### src/design/hrhp_pkg.sv
// Types and constants for the HTTP request head parser.
package hrhp_pkg;

	localparam logic [7:0] CH_CR    = 8'h0D;
	localparam logic [7:0] CH_LF    = 8'h0A;
	localparam logic [7:0] CH_SP    = 8'h20;
	localparam logic [7:0] CH_COLON = 8'h3A;
	localparam logic [7:0] CH_ZERO  = 8'h30;
	localparam logic [7:0] CH_ONE   = 8'h31;

	localparam logic [3:0] LEN_SAT     = 4'd9;
	localparam logic [3:0] VERSION_LEN = 4'd8;
	localparam logic [3:0] GET_LEN     = 4'd3;
	localparam logic [3:0] POST_LEN    = 4'd4;
	localparam logic [3:0] VER_HEAD_LEN = 4'd7;

	localparam int RQ_DEPTH = 4;
	localparam int RQ_AW    = $clog2(RQ_DEPTH);

	typedef enum logic [1:0] {
		PH_REQUEST = 2'd0,
		PH_HEADERS = 2'd1,
		PH_BODY    = 2'd2
	} phase_t;

	typedef enum logic [1:0] {
		FLD_METHOD  = 2'd0,
		FLD_URL     = 2'd1,
		FLD_VERSION = 2'd2,
		FLD_TAIL    = 2'd3
	} field_t;

	typedef enum logic [2:0] {
		ROLE_METHOD  = 3'd0,
		ROLE_URL     = 3'd1,
		ROLE_VERSION = 3'd2,
		ROLE_KEY     = 3'd3,
		ROLE_VALUE   = 3'd4,
		ROLE_SEP     = 3'd5,
		ROLE_RAW     = 3'd6,
		ROLE_TERM    = 3'd7
	} role_t;

	typedef enum logic [2:0] {
		KIND_NONE   = 3'd0,
		KIND_REQ_OK = 3'd1,
		KIND_REQ_BAD = 3'd2,
		KIND_HEADER = 3'd3,
		KIND_END    = 3'd4
	} kind_t;

	typedef enum logic [1:0] {
		METH_NONE = 2'd0,
		METH_GET  = 2'd1,
		METH_POST = 2'd2
	} meth_t;

	typedef enum logic [1:0] {
		VER_NONE = 2'd0,
		VER_10   = 2'd1,
		VER_11   = 2'd2
	} ver_t;

	// mcand bit 0: GET still possible, bit 1: POST still possible
	typedef struct packed {
		phase_t      phase;
		field_t      fidx;
		logic [3:0]  flen;
		logic [1:0]  mcand;
		logic        vpok;
		ver_t        vdig;
		logic        colon;
		logic        crp;
		logic        err;
	} pstate_t;

	typedef struct packed {
		logic [7:0] data;
		role_t      role;
		logic       line_end;
		kind_t      kind;
		meth_t      meth;
		ver_t       ver;
		logic       err;
		logic       last;
	} res_t;

	typedef struct packed {
		pstate_t st;
		res_t    r;
	} step_t;

endpackage

### src/design/http_request_head_parser.sv
// HTTP request head parser: byte classification, line splitting and result queue.
// Each result is written into the result queue when its byte is accepted.
// Throughput: one byte per cycle while the result port is not stalled and each byte
// gives at most one result; a byte giving two results (held CR resolved)
// queues both. A held CR gives no result until the next byte arrives.
// Reset clears parser state to the request-line phase and empties the result queue.
module http_request_head_parser
	import hrhp_pkg::*;
(
	input  logic       clk,
	input  logic       arst_n,
	input  logic       in_valid,
	output logic       in_stall,
	input  logic [7:0] data_byte,
	output logic       out_valid,
	input  logic       out_stall,
	output logic [7:0] out_byte,
	output logic [2:0] role,
	output logic       line_end,
	output logic [2:0] line_kind,
	output logic [1:0] method_code,
	output logic [1:0] version_code,
	output logic       error_seen,
	output logic       last
);

	function automatic logic [7:0] get_char(input logic [1:0] p);
		case (p)
			2'd0:    get_char = 8'h47;
			2'd1:    get_char = 8'h45;
			default: get_char = 8'h54;
		endcase
	endfunction

	function automatic logic [7:0] post_char(input logic [1:0] p);
		case (p)
			2'd0:    post_char = 8'h50;
			2'd1:    post_char = 8'h4F;
			2'd2:    post_char = 8'h53;
			default: post_char = 8'h54;
		endcase
	endfunction

	function automatic logic [7:0] ver_char(input logic [2:0] p);
		case (p)
			3'd0:    ver_char = 8'h48;
			3'd1:    ver_char = 8'h54;
			3'd2:    ver_char = 8'h54;
			3'd3:    ver_char = 8'h50;
			3'd4:    ver_char = 8'h2F;
			3'd5:    ver_char = 8'h31;
			default: ver_char = 8'h2E;
		endcase
	endfunction

	function automatic pstate_t line_reset(input pstate_t s);
		pstate_t n;
		n       = s;
		n.fidx  = FLD_METHOD;
		n.flen  = '0;
		n.mcand = 2'b11;
		n.vpok  = 1'b1;
		n.vdig  = VER_NONE;
		n.colon = 1'b0;
		return n;
	endfunction

	function automatic res_t mk_res(input logic [7:0] b, input role_t rl, input logic e);
		res_t r;
		r.data     = b;
		r.role     = rl;
		r.line_end = 1'b0;
		r.kind     = KIND_NONE;
		r.meth     = METH_NONE;
		r.ver      = VER_NONE;
		r.err      = e;
		r.last     = 1'b0;
		return r;
	endfunction

	function automatic step_t content(input pstate_t s, input logic [7:0] b);
		step_t      o;
		logic [3:0] p;
		logic [3:0] grown;
		p     = s.flen;
		grown = (s.flen < LEN_SAT) ? 4'(s.flen + 4'd1) : s.flen;
		o.st  = s;
		o.r   = mk_res(b, ROLE_RAW, s.err);
		if (s.phase == PH_REQUEST) begin
			case (s.fidx)
				FLD_METHOD: begin
					if (b == CH_SP) begin
						if (p != GET_LEN)  o.st.mcand[0] = 1'b0;
						if (p != POST_LEN) o.st.mcand[1] = 1'b0;
						o.st.fidx = FLD_URL;
						o.st.flen = '0;
						o.r.role  = ROLE_SEP;
					end else begin
						if (!(p < GET_LEN && b == get_char(p[1:0])))   o.st.mcand[0] = 1'b0;
						if (!(p < POST_LEN && b == post_char(p[1:0]))) o.st.mcand[1] = 1'b0;
						o.st.flen = grown;
						o.r.role  = ROLE_METHOD;
					end
				end
				FLD_URL: begin
					if (b == CH_SP) begin
						o.st.fidx = FLD_VERSION;
						o.st.flen = '0;
						o.st.vpok = 1'b1;
						o.st.vdig = VER_NONE;
						o.r.role  = ROLE_SEP;
					end else begin
						o.r.role  = ROLE_URL;
					end
				end
				FLD_VERSION: begin
					if (b == CH_SP) begin
						o.st.fidx = FLD_TAIL;
						o.r.role  = ROLE_SEP;
					end else begin
						if (p < VER_HEAD_LEN) begin
							if (b != ver_char(p[2:0])) o.st.vpok = 1'b0;
						end else if (p == VER_HEAD_LEN) begin
							o.st.vdig = (b == CH_ONE) ? VER_11 :
								(b == CH_ZERO) ? VER_10 : VER_NONE;
						end
						o.st.flen = grown;
						o.r.role  = ROLE_VERSION;
					end
				end
				default: o.r.role = ROLE_RAW;
			endcase
		end else if (s.phase == PH_HEADERS) begin
			if (!s.colon && b == CH_COLON) begin
				o.st.colon = 1'b1;
				o.r.role   = ROLE_SEP;
			end else begin
				o.r.role   = s.colon ? ROLE_VALUE : ROLE_KEY;
			end
		end
		return o;
	endfunction

	// closes a line: CR result from old state, LF result carries the verdict
	function automatic step_t end_line(input pstate_t s);
		step_t o;
		meth_t m;
		ver_t  v;
		logic  ver_ok;
		m      = METH_NONE;
		v      = VER_NONE;
		ver_ok = 1'b0;
		o.st   = s;
		o.r    = mk_res(CH_LF, ROLE_TERM, s.err);
		o.r.line_end = 1'b1;
		if (s.phase == PH_REQUEST) begin
			if (s.fidx != FLD_METHOD)
				m = s.mcand[0] ? METH_GET : (s.mcand[1] ? METH_POST : METH_NONE);
			ver_ok = (s.fidx == FLD_VERSION || s.fidx == FLD_TAIL) &&
				s.flen == VERSION_LEN && s.vpok;
			if (ver_ok)
				v = s.vdig;
			if (ver_ok && m != METH_NONE) begin
				o.r.kind   = KIND_REQ_OK;
				o.st.phase = PH_HEADERS;
			end else begin
				o.r.kind   = KIND_REQ_BAD;
				o.st.err   = 1'b1;
			end
		end else if (s.colon) begin
			o.r.kind   = KIND_HEADER;
		end else begin
			o.r.kind   = KIND_END;
			o.st.phase = PH_BODY;
		end
		o.r.meth = m;
		o.r.ver  = v;
		o.r.err  = o.st.err;
		o.st     = line_reset(o.st);
		return o;
	endfunction

	pstate_t st_q;
	pstate_t st_nx;
	res_t    r0;
	res_t    r1;
	logic [1:0] n_res;
	step_t   c_a;
	step_t   c_b;
	step_t   e_l;
	pstate_t s_clr;

	res_t             rq_q [RQ_DEPTH];
	logic [RQ_AW-1:0] wp_q;
	logic [RQ_AW-1:0] rp_q;
	logic [RQ_AW:0]   cnt_q;
	logic             acc;
	logic             pop;
	res_t             head;

	always_comb begin
		s_clr     = st_q;
		s_clr.crp = 1'b0;
		c_a   = content(s_clr, CH_CR);
		c_b   = content(st_q.crp ? c_a.st : st_q, data_byte);
		e_l   = end_line(s_clr);
		st_nx = st_q;
		r0    = mk_res(data_byte, ROLE_RAW, st_q.err);
		r1    = r0;
		n_res = 2'd0;
		if (st_q.phase != PH_REQUEST && st_q.phase != PH_HEADERS) begin
			n_res = 2'd1;
		end else if (st_q.crp) begin
			if (data_byte == CH_LF) begin
				r0    = mk_res(CH_CR, ROLE_TERM, st_q.err);
				r1    = e_l.r;
				st_nx = e_l.st;
				n_res = 2'd2;
			end else if (data_byte == CH_CR) begin
				r0     = c_a.r;
				st_nx  = c_a.st;
				st_nx.crp = 1'b1;
				n_res  = 2'd1;
			end else begin
				r0    = c_a.r;
				r1    = c_b.r;
				st_nx = c_b.st;
				n_res = 2'd2;
			end
		end else if (data_byte == CH_CR) begin
			st_nx.crp = 1'b1;
		end else begin
			r0    = c_b.r;
			st_nx = c_b.st;
			n_res = 2'd1;
		end
		if (n_res == 2'd1)
			r0.last = 1'b1;
		if (n_res == 2'd2)
			r1.last = 1'b1;
	end

	assign in_stall  = cnt_q > (RQ_AW+1)'(RQ_DEPTH - 2);
	assign acc       = in_valid && !in_stall;
	assign out_valid = cnt_q != '0;
	assign pop       = out_valid && !out_stall;

	always_ff @(posedge clk or negedge arst_n) begin
		if (!arst_n) begin
			st_q  <= line_reset('0);
			wp_q  <= '0;
			rp_q  <= '0;
			cnt_q <= '0;
		end else begin
			if (acc) begin
				st_q <= st_nx;
				wp_q <= RQ_AW'(wp_q + RQ_AW'(n_res));
			end
			if (pop)
				rp_q <= RQ_AW'(rp_q + 1'b1);
			cnt_q <= (RQ_AW+1)'(cnt_q + (acc ? (RQ_AW+1)'(n_res) : '0) -
				(RQ_AW+1)'(pop));
		end
	end

	always_ff @(posedge clk) begin
		if (acc && n_res != 2'd0)
			rq_q[wp_q] <= r0;
		if (acc && n_res == 2'd2)
			rq_q[RQ_AW'(wp_q + 1'b1)] <= r1;
	end

	assign head         = rq_q[rp_q];
	assign out_byte     = head.data;
	assign role         = head.role;
	assign line_end     = head.line_end;
	assign line_kind    = head.kind;
	assign method_code  = head.meth;
	assign version_code = head.ver;
	assign error_seen   = head.err;
	assign last         = head.last;

endmodule
### config.mk
export PLATFORM = sky130hd
export DESIGN_NAME = http_request_head_parser
export DESIGN_NICKNAME = d
export VERILOG_FILES = /design/src/design/hrhp_pkg.sv /design/src/design/http_request_head_parser.sv
export SDC_FILE = /design/constraint.sdc
export NUM_CORES = 1
export LEC_CHECK = 0
export BUFFER_PORTS_ARGS = -buffer_cell sky130_fd_sc_hd__buf_2
export CAP_MARGIN = 20
export CORE_UTILIZATION = 45
export CTS_CLUSTER_DIAMETER = 60
export DETAILED_ROUTE_END_ITERATION = 12
export PLACE_DENSITY = 0.62
export SLEW_MARGIN = 25
export SYNTH_ARGS = -nofsm -noshare
export SYNTH_HDL_FRONTEND = slang
export SYNTH_SLANG_ARGS = --single-unit
export TNS_END_PERCENT = 20
### constraint.sdc
create_clock -name clk -period 6.8 [get_ports clk]
set_input_delay 0.68 -clock clk [delete_from_list [all_inputs] [get_ports clk]]
set_output_delay 0.68 -clock clk [all_outputs]
set_load 0.005 [all_outputs]
* After elaboration in Yosys (flattened, before gate mapping) *
Memories as Yosys holds them, arrays and structs flattened.
Index checks and enable logic that the tools add are counted.

word-level totals
  flip-flop bits (word level) = 23
  bits in writable memories = 84
  bits of input ports = 12
  output and inout bits = 23
  memories = 1

operators by class
  $add $sub $neg = 7
  order comparisons = 9
  eq/ne operators = 45
  muxes and demuxes = 112
  bitwise gates (word level) = 1
  reductions and logical operators = 37

memories
  name  words  width  rd ports  clocked after memory_dff  write ports  RTL line                         RTL
  rq_q  4      21     1         0                         2            http_request_head_parser.sv:193  res_t rq_q [RQ_DEPTH];

operator list
  operator                                             count
  2-to-1 mux 8 bit                                     17
  2-to-1 mux 21 bit                                    5
  one-hot mux 7 bit (5 select lines)                   2
  2-to-1 mux 2 bit                                     25
  2-to-1 mux 16 bit                                    3
  2-to-1 mux 3 bit                                     15
  equality test 8 x 6 -> 1 bit, second input constant  4
  one-hot mux 5 bit (3 select lines)                   2
  2-to-1 mux 13 bit                                    2
  2-to-1 mux 1 bit                                     25
  one-hot mux 5 bit (2 select lines)                   2
  one-hot mux 3 bit (3 select lines)                   2
  one-hot mux 6 bit (3 select lines)                   1
  equality test 4 x 8 -> 1 bit, first input constant   2
  equality test 8 x 4 -> 1 bit, second input constant  2
  equality test 8 bit                                  2
  < comparator 4 x 3 -> 1 bit, second input constant   4
  2-to-1 mux 4 bit                                     4
  equality test 2 x 1 -> 1 bit, second input constant  7
  2-to-1 mux 14 bit                                    1
  logical AND 1 bit                                    13
  equality test 2 bit, second input constant           6
  equality test 3 x 2 -> 1 bit, second input constant  4
  equality test 3 bit, second input constant           4
  35 further kinds                                     57

* Longest topological paths before layout *
  depth after elaboration = 28
  depth in mapped cells = 15
  gate-level depth less buffers = 13

* Worst setup path before layout *
OpenSTA, ideal clock, no wires.

  path type = input to register
  start = input data_byte[7]
  end = memory rq_q[0][0] in the netlist's numbering (enable)
  library setup time = 432 ps
  data arrival time = 3627 ps
  required time = 6368 ps
  path slack = 2742 ps
  cell stages on the path = 9
  buffers on the path = 2
  path through = buf_2 nor4_4 and2_1 buf_2 xnor2_1 nor2_1 inv_2 o21ai_0 o31ai_1

RTL lines
  element      RTL line                         RTL
  from (decl)  http_request_head_parser.sv:14   input logic [7:0] data_byte,
  to (decl)    http_request_head_parser.sv:193

* Worst setup path in the final report *
  start = register st_q (netlist bit c_a[33])
  end = register st_q (netlist bit s_clr[7])

between the ends
  longest elaborated chain between the ends = 19
  elaborated cells between the ends (all ways) = 28

ends and longest elaborated chain
  element                                                        RTL line                         RTL
  from (decl)                                                    http_request_head_parser.sv:183  pstate_t st_q;
  from (signal assigned)                                         http_request_head_parser.sv:250  st_q <= line_reset('0);
  from (signal assigned)                                         http_request_head_parser.sv:256  st_q <= st_nx;
  equality test 2 bit / zero test 2 bit (equally long branches)  http_request_head_parser.sv:90   case (s.fidx)
  OR reduction 2 bit (no line)                                   --
  2-to-1 mux 4 bit                                               --
  2-to-1 mux 9 bit                                               http_request_head_parser.sv:89   if (s.phase == PH_REQUEST) begin
  2-to-1 mux 12 bit                                              http_request_head_parser.sv:205  c_b = content(st_q.crp ? c_a.st : st_q, data_byte);
  equality test 2 bit, or another cell as far along              http_request_head_parser.sv:36   case (p)
  one-hot mux 5 bit (3 select lines)                             http_request_head_parser.sv:36
  2-to-1 mux 8 bit                                               http_request_head_parser.sv:92   if (b == CH_SP) begin
  [... 3 more ...]                                               --
  logical AND 1 bit                                              http_request_head_parser.sv:100  if (!(p < POST_LEN && b == post_char(p[1:0]))) o.st.mcand[1] = 1'b0;
  2-to-1 mux 1 bit                                               http_request_head_parser.sv:100
  2-to-1 mux 6 bit                                               http_request_head_parser.sv:92
  2-to-1 mux 2 bit                                               http_request_head_parser.sv:90
  2-to-1 mux 11 bit                                              http_request_head_parser.sv:89
  2-to-1 mux 16 bit                                              http_request_head_parser.sv:219  end else if (data_byte == CH_CR) begin
  2-to-1 mux 16 bit                                              http_request_head_parser.sv:214  if (data_byte == CH_LF) begin
  2-to-1 mux 16 bit (*)                                          http_request_head_parser.sv:213  end else if (st_q.crp) begin

Mark *: on every way between the ends. The rest lies on a longest branch, timed or not. The select of a mux whose other input is x is not followed.
A chain may end at the register's enable or synchronous reset.

==> metrics.yaml <==
finalSetupViolations: 0
syn-num-nets: 569
cpPeakStageDelay_ps: 470
worstPathArrival_ps: 4030
tritoncts: "yes"
critPathMaxFanout: 13
synth_most_common_cell: "edfxtp_1"
yosys_most_used_dff: "edfxtp_1"
yosysUniqueCellTypes: 74
worst_setup_path_start_kind: "flop"
tns_ps: 0
viasPerCell: 5.79
gp_congestion: 0.928
clock_skew_ps: 6.95
grt_max_degree: 24
die_x_um: 119
slew_viol_final: 0
p_sw_frac: 0.284
ctsHtreeMaxLevel: 3
dpl_worst_slack_ps: 3050
cts.sinks: 107
core_mm2: 0.0132
period_share: 0.551
clkPwrFrac: 0.283
clockRootBuffer: "clkbuf_16"
dieArea_mm2: 0.0141
cellLeakagePower_uw: 0.00245
grt_pass1_wl_um: 23200
post_cts_buffers: 0
initial_core_util: 0.463
ys_ff_latch: 107
rows: 42
final_hold_viol_count: 0
clockBufferDepth: 2
clock_latency_ps: 350
drtAntennaViolNets: 0
io_pins: 35
first_iter_violations: 414
syn_area_mm2: 0.00613
yosysWarnings: 0
fin_hold_ws_ps: 310
fin_nets: 588
drive_gt1_frac: 0.193
cap_violations: 0
drt_pass1_iterations: 5
slowest_stage: "ha_1"
cts_hold_buf: 0
required_ps: 7080
crit_chain: "inv_1 > ha_1 > o21bai_2 > a211oi_4 > xnor2_1 > inv_1 > ha_1 > or3_1 > a211oi_1 > nand4_1 > a2111oi_0 > o21ai_0 > o21ai_0"
synth_edf_count: 84
async_flop_share: 0.215
diodes: 0
routedWlPerCell_um: 19.5
synth.avg_cell_area_um2: 11.4
fillCellCount: 1210
status: "complete, no violations"
io_buffers: 34
cts_made_buffers: 9
ir_worst_vdd_mv: 0.142
synth_top_area_share: 0.412
synth_common_cells: "edfxtp_1 (84), nor2_1 (63), nand2_1 (39)"
p_comb_frac: 0.254
setup_slack_ps: 3050
min_path_type: "in2async"
powerDensity_mw_per_mm2: 274
die_y_um: 119
rsz0062_at_grt: "false"
dpl.cell_count: 721
cts_resized: 0
switchingPower_uw: 527
wirelength_um: 14400
overflow: 0
internal-power_uw: 1320
fin_crit_ps: 3750
worst_pin_slew_ps: 995
max_freq_ghz: 0.267
crit_type: "reg2reg"
drc: 0
cp-end-kind: "flop"
dp_hpwl_um: 10500
clk_pin_slew_ps: 70
vias: 4264
syn2layout_area_growth_pct: 10.3
ys_seq_area_frac: 0.506
layout.cells.non_filler: 737
syn_inst: 537
yosysTopAreaCell: "edfxtp_1"
grt_pass1_vias: 4287
final_core_util: 0.510
synthTopCellsByArea: "edfxtp_1 (41%), dfrtp_1 (8.2%), mux4_2 (7.7%)"
grt_usage: 0.218
antenna_found_initial: 0
slew_headroom: 0.337
seqPwrFrac: 0.463
-- flip-flops by register name, summed over array words and instances, names as in the netlist --
register  flops
rp_q          2
wp_q          2
st_q          1
cnt_q         3
s_clr         9
c_a           6
rq_q         84
-- path summary, 6_finish.rpt --
kind	start	end	slack, ps	cells past startpoint
setup / recovery	c_a[33]$_DFFE_PN0P_	s_clr[7]$_DFFE_PN1P_	3050	13
min in group clk	cnt_q[2]$_DFF_PN0_	cnt_q[2]$_DFF_PN0_	510	1
setup reg to reg	c_a[33]$_DFFE_PN0P_	s_clr[7]$_DFFE_PN1P_	3050	13
hold / removal	arst_n	s_clr[10]$_DFFE_PN0P_	310	1
hold reg to reg	cnt_q[2]$_DFF_PN0_	cnt_q[2]$_DFF_PN0_	510	1
max in group asynchronous	arst_n	s_clr[5]$_DFFE_PN1P_	6120	1
-- final cells by class --
type	count	area (um2)	share of cell area
Sequential cell	107	3100	0.459
Multi-Input combinational cell	377	2850	0.421
Clock buffer	10	229	0.0339
Tap cell	176	220	0.0326
Timing Repair Buffer	38	208	0.0307
Inverter	23	86.3	0.0128
Clock inverter	6	63.8	0.00945
-- power groups by stage --
| stage | registers [uW] | clock network [uW] | logic, uW |
|---|---|---|---|
| after floorplan | 825 | 0 | 353 |
| after global placement | 872 | 0 | 469 |
| after detailed placement | 875 | 0 | 482 |
| after CTS | 861 | 530 | 482 |
| after global routing | 869 | 555 | 519 |
| final | 858 | 524 | 470 |
-- layout by cell type (no fill, tap or decap), types with 11 or more instances in the layout --
cell       n
dfrtp_1   20
nand2_1   39
buf_2     34
ha_1      19
mux2i_1   11
nor3_1    11
o21ai_0   16
nand3_1   12
and2_1    17
edfxtp_1  84
nand2b_1  18
nor2_1    62
a21oi_1   22
mux4_2    21
inv_1     19
-- cells by family after synthesis --
kind of cell,synth area share
AND/OR/NAND/NOR,0.179
AO/OA/AOI/OAI,0.124
XOR/XNOR,0.0143
adder cells (fa/ha/maj),0.0421
flip-flops,0.506
buffers and inverters,0.0349
multiplexers,0.0994
-- worst max-delay path: cells and delay by family, from the launching register on --
kind                       cells  cell delay (ps)
xor gates and xnor gates       1              290
and+or+nand+nor                2              440
DFF                            1              460
buffers and inverters          2              340
adders and majority gates      2              830
AOI/OAI and AO/OA              6             1320
-- per-stage QoR --
stage	total power, uW	instance area [um2]
2_1_floorplan	1180	6130
3_3_place_gp	1340	6430
3_5_place_dp	1360	6450
4_1_cts	1870	6750
5_1_grt	1940	6760
6_report	1850	6760
-- routing by layer --
metal  track usage  wire, um  vias to the layer above
met2         0.360      7070                      126
met1         0.285      6320                     2082
li1              -         -                     2030
met4        0.0823       356                        0
met3        0.0396       666                       26
met5             0         0                        -
Note: power is estimated with default switching activity, not from simulation.
